$ cat src/hw/rtl/rrb_pkg.sv
// Shared types and constants for the RAID-5 block read and rebuild unit.
// Used by every module under hw/rtl; depends on nothing else.
package rrb_pkg;

    localparam int ADDR_W   = 16;  // block address width
    localparam int DATA_W   = 32;  // disk word width
    localparam int REG_W    = 13;  // widest configuration register
    localparam int CFG_IDX_W = 2;
    localparam int N_W      = 7;   // disk count in use, up to 64
    localparam int WPD_W    = 21;  // words per disk in use, up to 2^20
    localparam int OFF_W    = 30;  // mapped offset before range check

    localparam logic [CFG_IDX_W-1:0] CFG_DISK_COUNT     = 2'd0;
    localparam logic [CFG_IDX_W-1:0] CFG_STRIPE_WORDS   = 2'd1;
    localparam logic [CFG_IDX_W-1:0] CFG_WORDS_PER_DISK = 2'd2;

    localparam logic KIND_LOAD  = 1'b0;
    localparam logic KIND_QUERY = 1'b1;

    localparam logic [4:0]       RST_DISK_COUNT     = 5'd3;
    localparam logic [REG_W-1:0] RST_STRIPE_WORDS   = 13'd1;
    localparam logic [REG_W-1:0] RST_WORDS_PER_DISK = 13'd4096;
    localparam logic [REG_W-1:0] STRIPE_MAX         = 13'd4096;

    typedef struct packed {
        logic              kind;
        logic [3:0]        disk_index;
        logic [11:0]       word_offset;
        logic [DATA_W-1:0] load_data;
        logic [ADDR_W-1:0] block_address;
    } t_in;

    typedef struct packed {
        logic [DATA_W-1:0] read_data;
        logic              available;
    } t_out;

    typedef enum logic [1:0] {
        DIV_A_BY_S  = 2'd0,
        DIV_B_BY_N1 = 2'd1,
        DIV_K_BY_N  = 2'd2
    } t_div_sel;

    typedef struct packed {
        logic     load_wr;
        logic     lat_a;
        logic     cap;
        logic     div_start;
        t_div_sel div_sel;
        logic     lat_b;
        logic     lat_k;
        logic     lat_kmn;
        logic     map;
        logic     rd_c;
        logic     walk_clr;
        logic     walk_issue;
        logic     emit;
        logic     emit_ok;
    } t_cmd;

    typedef struct packed {
        logic div_done;
        logic cap_over;
        logic off_over;
        logic c_present;
        logic others_ok;
        logic walk_last;
        logic out_free;
    } t_sts;

endpackage

$ cat src/hw/rtl/rrb_ctrl.sv
// Controller state machine: sequences load writes, the three divisions,
// the mapping, the rebuild walk and the result hand-off. Uses rrb_pkg.
module rrb_ctrl (
    input  logic          i_clk,
    input  logic          i_rst_n,
    input  logic          i_in_valid,
    input  logic          i_in_kind,
    output logic          o_in_stall,
    input  rrb_pkg::t_sts i_sts,
    output rrb_pkg::t_cmd o_cmd
);
    typedef enum logic [11:0] {
        S_IDLE = 12'b0000_0000_0001,
        S_CAP  = 12'b0000_0000_0010,
        S_CMP  = 12'b0000_0000_0100,
        S_D1   = 12'b0000_0000_1000,
        S_D2   = 12'b0000_0001_0000,
        S_D3   = 12'b0000_0010_0000,
        S_MAP  = 12'b0000_0100_0000,
        S_CHK  = 12'b0000_1000_0000,
        S_WALK = 12'b0001_0000_0000,
        S_WEND = 12'b0010_0000_0000,
        S_OUT  = 12'b0100_0000_0000,
        S_FAIL = 12'b1000_0000_0000
    } t_state;

    t_state r_state, n_state;

    always_ff @(posedge i_clk) begin
        if (!i_rst_n) r_state <= S_IDLE;
        else          r_state <= n_state;
    end

    always_comb begin
        n_state = r_state;
        o_cmd   = '0;
        unique case (r_state)
            S_IDLE: begin
                if (i_in_valid && (i_in_kind == rrb_pkg::KIND_QUERY)) begin
                    o_cmd.lat_a = 1'b1;
                    n_state     = S_CAP;
                end else if (i_in_valid) begin
                    o_cmd.load_wr = 1'b1;
                end
            end
            S_CAP: begin
                o_cmd.cap = 1'b1;
                n_state   = S_CMP;
            end
            S_CMP: begin
                if (i_sts.cap_over) begin
                    n_state = S_FAIL;
                end else begin
                    o_cmd.div_start = 1'b1;
                    o_cmd.div_sel   = rrb_pkg::DIV_A_BY_S;
                    n_state         = S_D1;
                end
            end
            S_D1: begin
                if (i_sts.div_done) begin
                    o_cmd.lat_b     = 1'b1;
                    o_cmd.div_start = 1'b1;
                    o_cmd.div_sel   = rrb_pkg::DIV_B_BY_N1;
                    n_state         = S_D2;
                end
            end
            S_D2: begin
                if (i_sts.div_done) begin
                    o_cmd.lat_k     = 1'b1;
                    o_cmd.div_start = 1'b1;
                    o_cmd.div_sel   = rrb_pkg::DIV_K_BY_N;
                    n_state         = S_D3;
                end
            end
            S_D3: begin
                if (i_sts.div_done) begin
                    o_cmd.lat_kmn = 1'b1;
                    n_state       = S_MAP;
                end
            end
            S_MAP: begin
                o_cmd.map = 1'b1;
                n_state   = S_CHK;
            end
            S_CHK: begin
                priority if (i_sts.off_over) begin
                    n_state = S_FAIL;
                end else if (i_sts.c_present) begin
                    o_cmd.walk_clr = 1'b1;
                    o_cmd.rd_c     = 1'b1;
                    n_state        = S_WEND;
                end else if (i_sts.others_ok) begin
                    o_cmd.walk_clr = 1'b1;
                    n_state        = S_WALK;
                end else begin
                    n_state = S_FAIL;
                end
            end
            S_WALK: begin
                o_cmd.walk_issue = 1'b1;
                if (i_sts.walk_last) n_state = S_WEND;
            end
            S_WEND: n_state = S_OUT;
            S_OUT: begin
                if (i_sts.out_free) begin
                    o_cmd.emit    = 1'b1;
                    o_cmd.emit_ok = 1'b1;
                    n_state       = S_IDLE;
                end
            end
            S_FAIL: begin
                if (i_sts.out_free) begin
                    o_cmd.emit = 1'b1;
                    n_state    = S_IDLE;
                end
            end
            default: n_state = S_IDLE;
        endcase
    end

    assign o_in_stall = (r_state != S_IDLE);
endmodule

$ cat config.mk
export PLATFORM = sky130hd
export DESIGN_NAME = rrb_ctrl
export DESIGN_NICKNAME = d
export VERILOG_FILES = /design/src/hw/rtl/rrb_pkg.sv /design/src/hw/rtl/rrb_ctrl.sv
export SDC_FILE = /design/constraint.sdc
export NUM_CORES = 1
export LEC_CHECK = 0
export ABC_AREA = 1
export BUFFER_PORTS_ARGS = -buffer_cell sky130_fd_sc_hd__buf_4
export CELL_PAD_IN_SITES_DETAIL_PLACEMENT = 0
export CELL_PAD_IN_SITES_GLOBAL_PLACEMENT = 1
export CORE_AREA = 8 8 63 65
export CTS_CLUSTER_DIAMETER = 150
export DETAILED_ROUTE_END_ITERATION = 6
export DIE_AREA = 0 0 71 73
export HOLD_SLACK_MARGIN = 0.02
export PLACE_DENSITY = 0.73
export SLEW_MARGIN = 20
export SYNTH_ARGS = -nofsm -noshare
export SYNTH_HDL_FRONTEND = slang
export SYNTH_SLANG_ARGS = --single-unit
$ cat constraint.sdc
create_clock -name i_clk -period 1.7 [get_ports i_clk]
set_clock_uncertainty 0.2 [all_clocks]
set_input_delay 0.085 -clock i_clk [delete_from_list [all_inputs] [get_ports i_clk]]
set_output_delay 0.085 -clock i_clk [all_outputs]
set_load 0.02 [all_outputs]
==> impl_results.md <==
* Core area at 0.00295 mm²
* Slew Viols, Final at 0
* Seq/Total Area, Yosys at between 20% and 30%
* Avg WL per Cell at 12.5 µm
* DRT met1 WL at roughly 1300 µm
* Slew headroom at 67.9%
* Max reg flops at 12
* Seq cells post-synth at 12
* HP Class: input port to flip-flop
* RSZ-0062 raised after global routing: yes
* Tmin final at about 1.8 ns
* Maximum vdd ir drop at around 0.00057 V
* Largest net degree at the start of global routing at 9
* Slew @ Worst Pin at ~0.48 ns
* Die ar. at ~0.0052 mm²
* FF/Latch Area at about 260 µm²
* Initial antenna violation count at 0
* Crit Path Max Fanout at 4
* R2R Path Start: r_state[3]$_SDFFE_PN0P_
* Total CTS buffers at 3
* Capture point of the worst reg-to-reg path: r_state[2]$_SDFFE_PN0P_
* Clock slew at reported path FFs at 0.08 ns
* Longest Clk Path Bufs at 2
* Cells on Worst Hold Path at 6
* DRC at 0
* Post-route setup TNS at -0.391 ns
* Fill cells at around 300
* Top layer used by detailed routing: met4
* Final worst slack at -0.100 ns
* WP data arrival at 1.52 ns
* Vias in the first global route at around 1.2k
* Mapped cell area at ~960 µm²
* Worst R2R Path Depth at 10
* Fmax at ~560 MHz
* Regs by FF count: r_state x12
* Max_cap viols at 0
* HP Start: i_sts[6]
* Crit path capture type: primary output
* Final WL at between 3000 and 4000 µm
* Register-to-register setup slack at -0.01 ns
* Syn Area/Cell at about 6.0 µm²
* Final period utilization at 106%
* Status: finished with violations
* Syn. warnings at 0
* Area contributors post-synth: dfxtp_1, nand2_1, nor2_1
* N_diodes at 0
* WP data required at 1.41 ns
* Final-stage net count at roughly 230
* DR pass1 iterations at 4
* Final setup viols at 11
* Met3 WL at between 80 and 90 µm
* Top cell type by total area after synthesis: dfxtp_1
* Initial core utilization at 32.5%
* Metal2 WL at about 1600 µm
* Row Count at 20
* Biggest register: r_state
* Slowest-stage cell, CP: dfxtp_2
* Distinct cells, synth at 20
* Power per cell area at about 1200 mW/mm²
* Final Wtd Congestion at about 0.79
* Crit start category: flip-flop
* Design Power at around 0.0019 W
* Mapped Nets at roughly 170
* Failing checks: negative setup slack
* Antenna viol nets, final at 0
* Area Overhead vs Synth at 66.0%
* Top FF cell, synth: dfxtp_1
* Crit-path max cell delay at about 0.35 ns
* Fraction of registers with async set or reset after synthesis at 0%
* Critical path type: flip-flop to primary output
* TritonCTS clock tree: yes
* Initial drt markers at 22
* H-tree levels at 1
* Pre-CTS setup slack at around 0.014 ns
* Hold Fails Final Rpt at 0
* Synth top cells by count: nand2_1, nor2_1, inv_1
* Cell chain of the critical path: nor2_4 -> nand2_4 -> nor2_8 -> buf_6 -> nand3b_1 -> nand3b_1 -> buf_6
* Via Count at 1,120
* Detailed Place HPWL at around 2300 µm
* Mapped Cells at 160
* CTS root buffer: clkbuf_4
* Area occupied by multi-input gates at roughly 730 µm²
* Overflow after GRT at 0
* Synth top area share at roughly a quarter
* Worst Hold Path EP: r_state[1]$_SDFFE_PN0P_
* Most numerous cell in the Yosys netlist: nand2_1
* Total GRT Usage at around an eighth
* Layout cells sized above 1 at between 40% and 50%
* Vias per cell at 4.57
* I/O pin count at 27
* First-pass GRT wire length at around 5300 µm
* Number of flops mapped to enable cells by yosys at 0
* Worst-Skew Late Latency at 0.28 ns
* CTS Sinks at 12
* Die height at between 70 and 80 µm
* DIE WIDTH at around 71 µm
* PortBufs at 26
* Leak at ~0.84 nW
## worst max-delay path, delay by kind of cell (launching register included)
kind / cells / cell delay, ns
DFF: 1 / 0.35
and+or+nand+nor: 5 / 0.64
buffers and inverters: 2 / 0.24
## how the worst max path moves through the flow
| stage | startpoint | endpoint | slack [ns] | cells after the start |
|---|---|---|---|---|
| after global placement | r_state[6]$_SDFFE_PN0P_ | r_state[2]$_SDFFE_PN0P_ | 0.07 | 9 |
| after detailed placement | r_state[8]$_SDFFE_PN0P_ | r_state[2]$_SDFFE_PN0P_ | 0.01 | 9 |
| after CTS | r_state[10]$_SDFFE_PN0P_ | o_cmd[11] | -0.05 | 8 |
| final | r_state[11]$_SDFFE_PN0P_ | o_cmd[11] | -0.10 | 7 |
| after floorplan | r_state[8]$_SDFFE_PN0P_ | o_cmd[11] | 0.0008 | 7 |
| after global routing | r_state[11]$_SDFFE_PN0P_ | o_cmd[11] | -0.17 | 7 |
## layer usage
layer | vias up | GRT usage (%)
li1 | 585 | -
met1 | 512 | 13.3
met2 | 19 | 24.0
met3 | 4 | 2.20
met4 | 0 | 6.00
met5 | - | 0
## through the flow
step | hold WS, ns | util [%] | cells | area, µm²
after floorplan | 0.0498 | - | 160 | 962
after global placement | 0.136 | 41.7 | 223 | 1230
after detailed placement | 0.149 | 41.7 | 223 | 1230
after CTS | 0.112 | 50.4 | 242 | 1490
after global routing | 0.150 | 53.9 | 245 | 1590
final | 0.125 | 53.9 | 245 | 1590
## report_power, final
part | internal, W | total [W] | switching [W]
Sequential | 0.000339 | 0.000397 | 0.0000579
Combinational | 0.000583 | 0.00135 | 0.000764
Clock | 0.0000822 | 0.000181 | 0.0000985
## cells by family (layout without fill, tap and decap cells)
kind of cell,Yosys count,count (layout),synth area share (%)
flops,12,12,25.0
buf+inv,32,84,12.6
compound gates,9,9,5.08
simple gates,107,107,57.2
## area by class of cell
class	count	area share, %
multi-input combinational	116	45.6
clock buffer	3	1.41
sequential	12	16.2
timing repair buffer	50	26.9
inverter	31	7.31
tap	33	2.59
## cells in the final DEF, fill, tap and decap left out, types with 4 or more instances in the layout
| cell | synthesis | layout |
|---|---|---|
| inv_2 | 0 | 6 |
| dlygate4sd3_1 | 0 | 6 |
| buf_4 | 0 | 34 |
| nand2_1 | 45 | 37 |
| nand2_4 | 5 | 7 |
| nor2_1 | 32 | 16 |
| buf_6 | 0 | 10 |
| nand3_1 | 9 | 8 |
| nor2_2 | 2 | 8 |
| a21oi_1 | 5 | 4 |
| dfxtp_2 | 0 | 8 |
| nor2_4 | 3 | 13 |
| nand2_2 | 1 | 7 |
| inv_1 | 31 | 25 |
## what timing repair did
action / CTS / global route
hold buffers: 6 / 0
pin swaps: 12 / 16
endpoints found under the hold margin: 10 / 0
setup endpoints to repair: 14 / 24
setup buffers: 10 / 3
gates resized for setup: 35 / 30
Power figures use the tool's default switching activity.
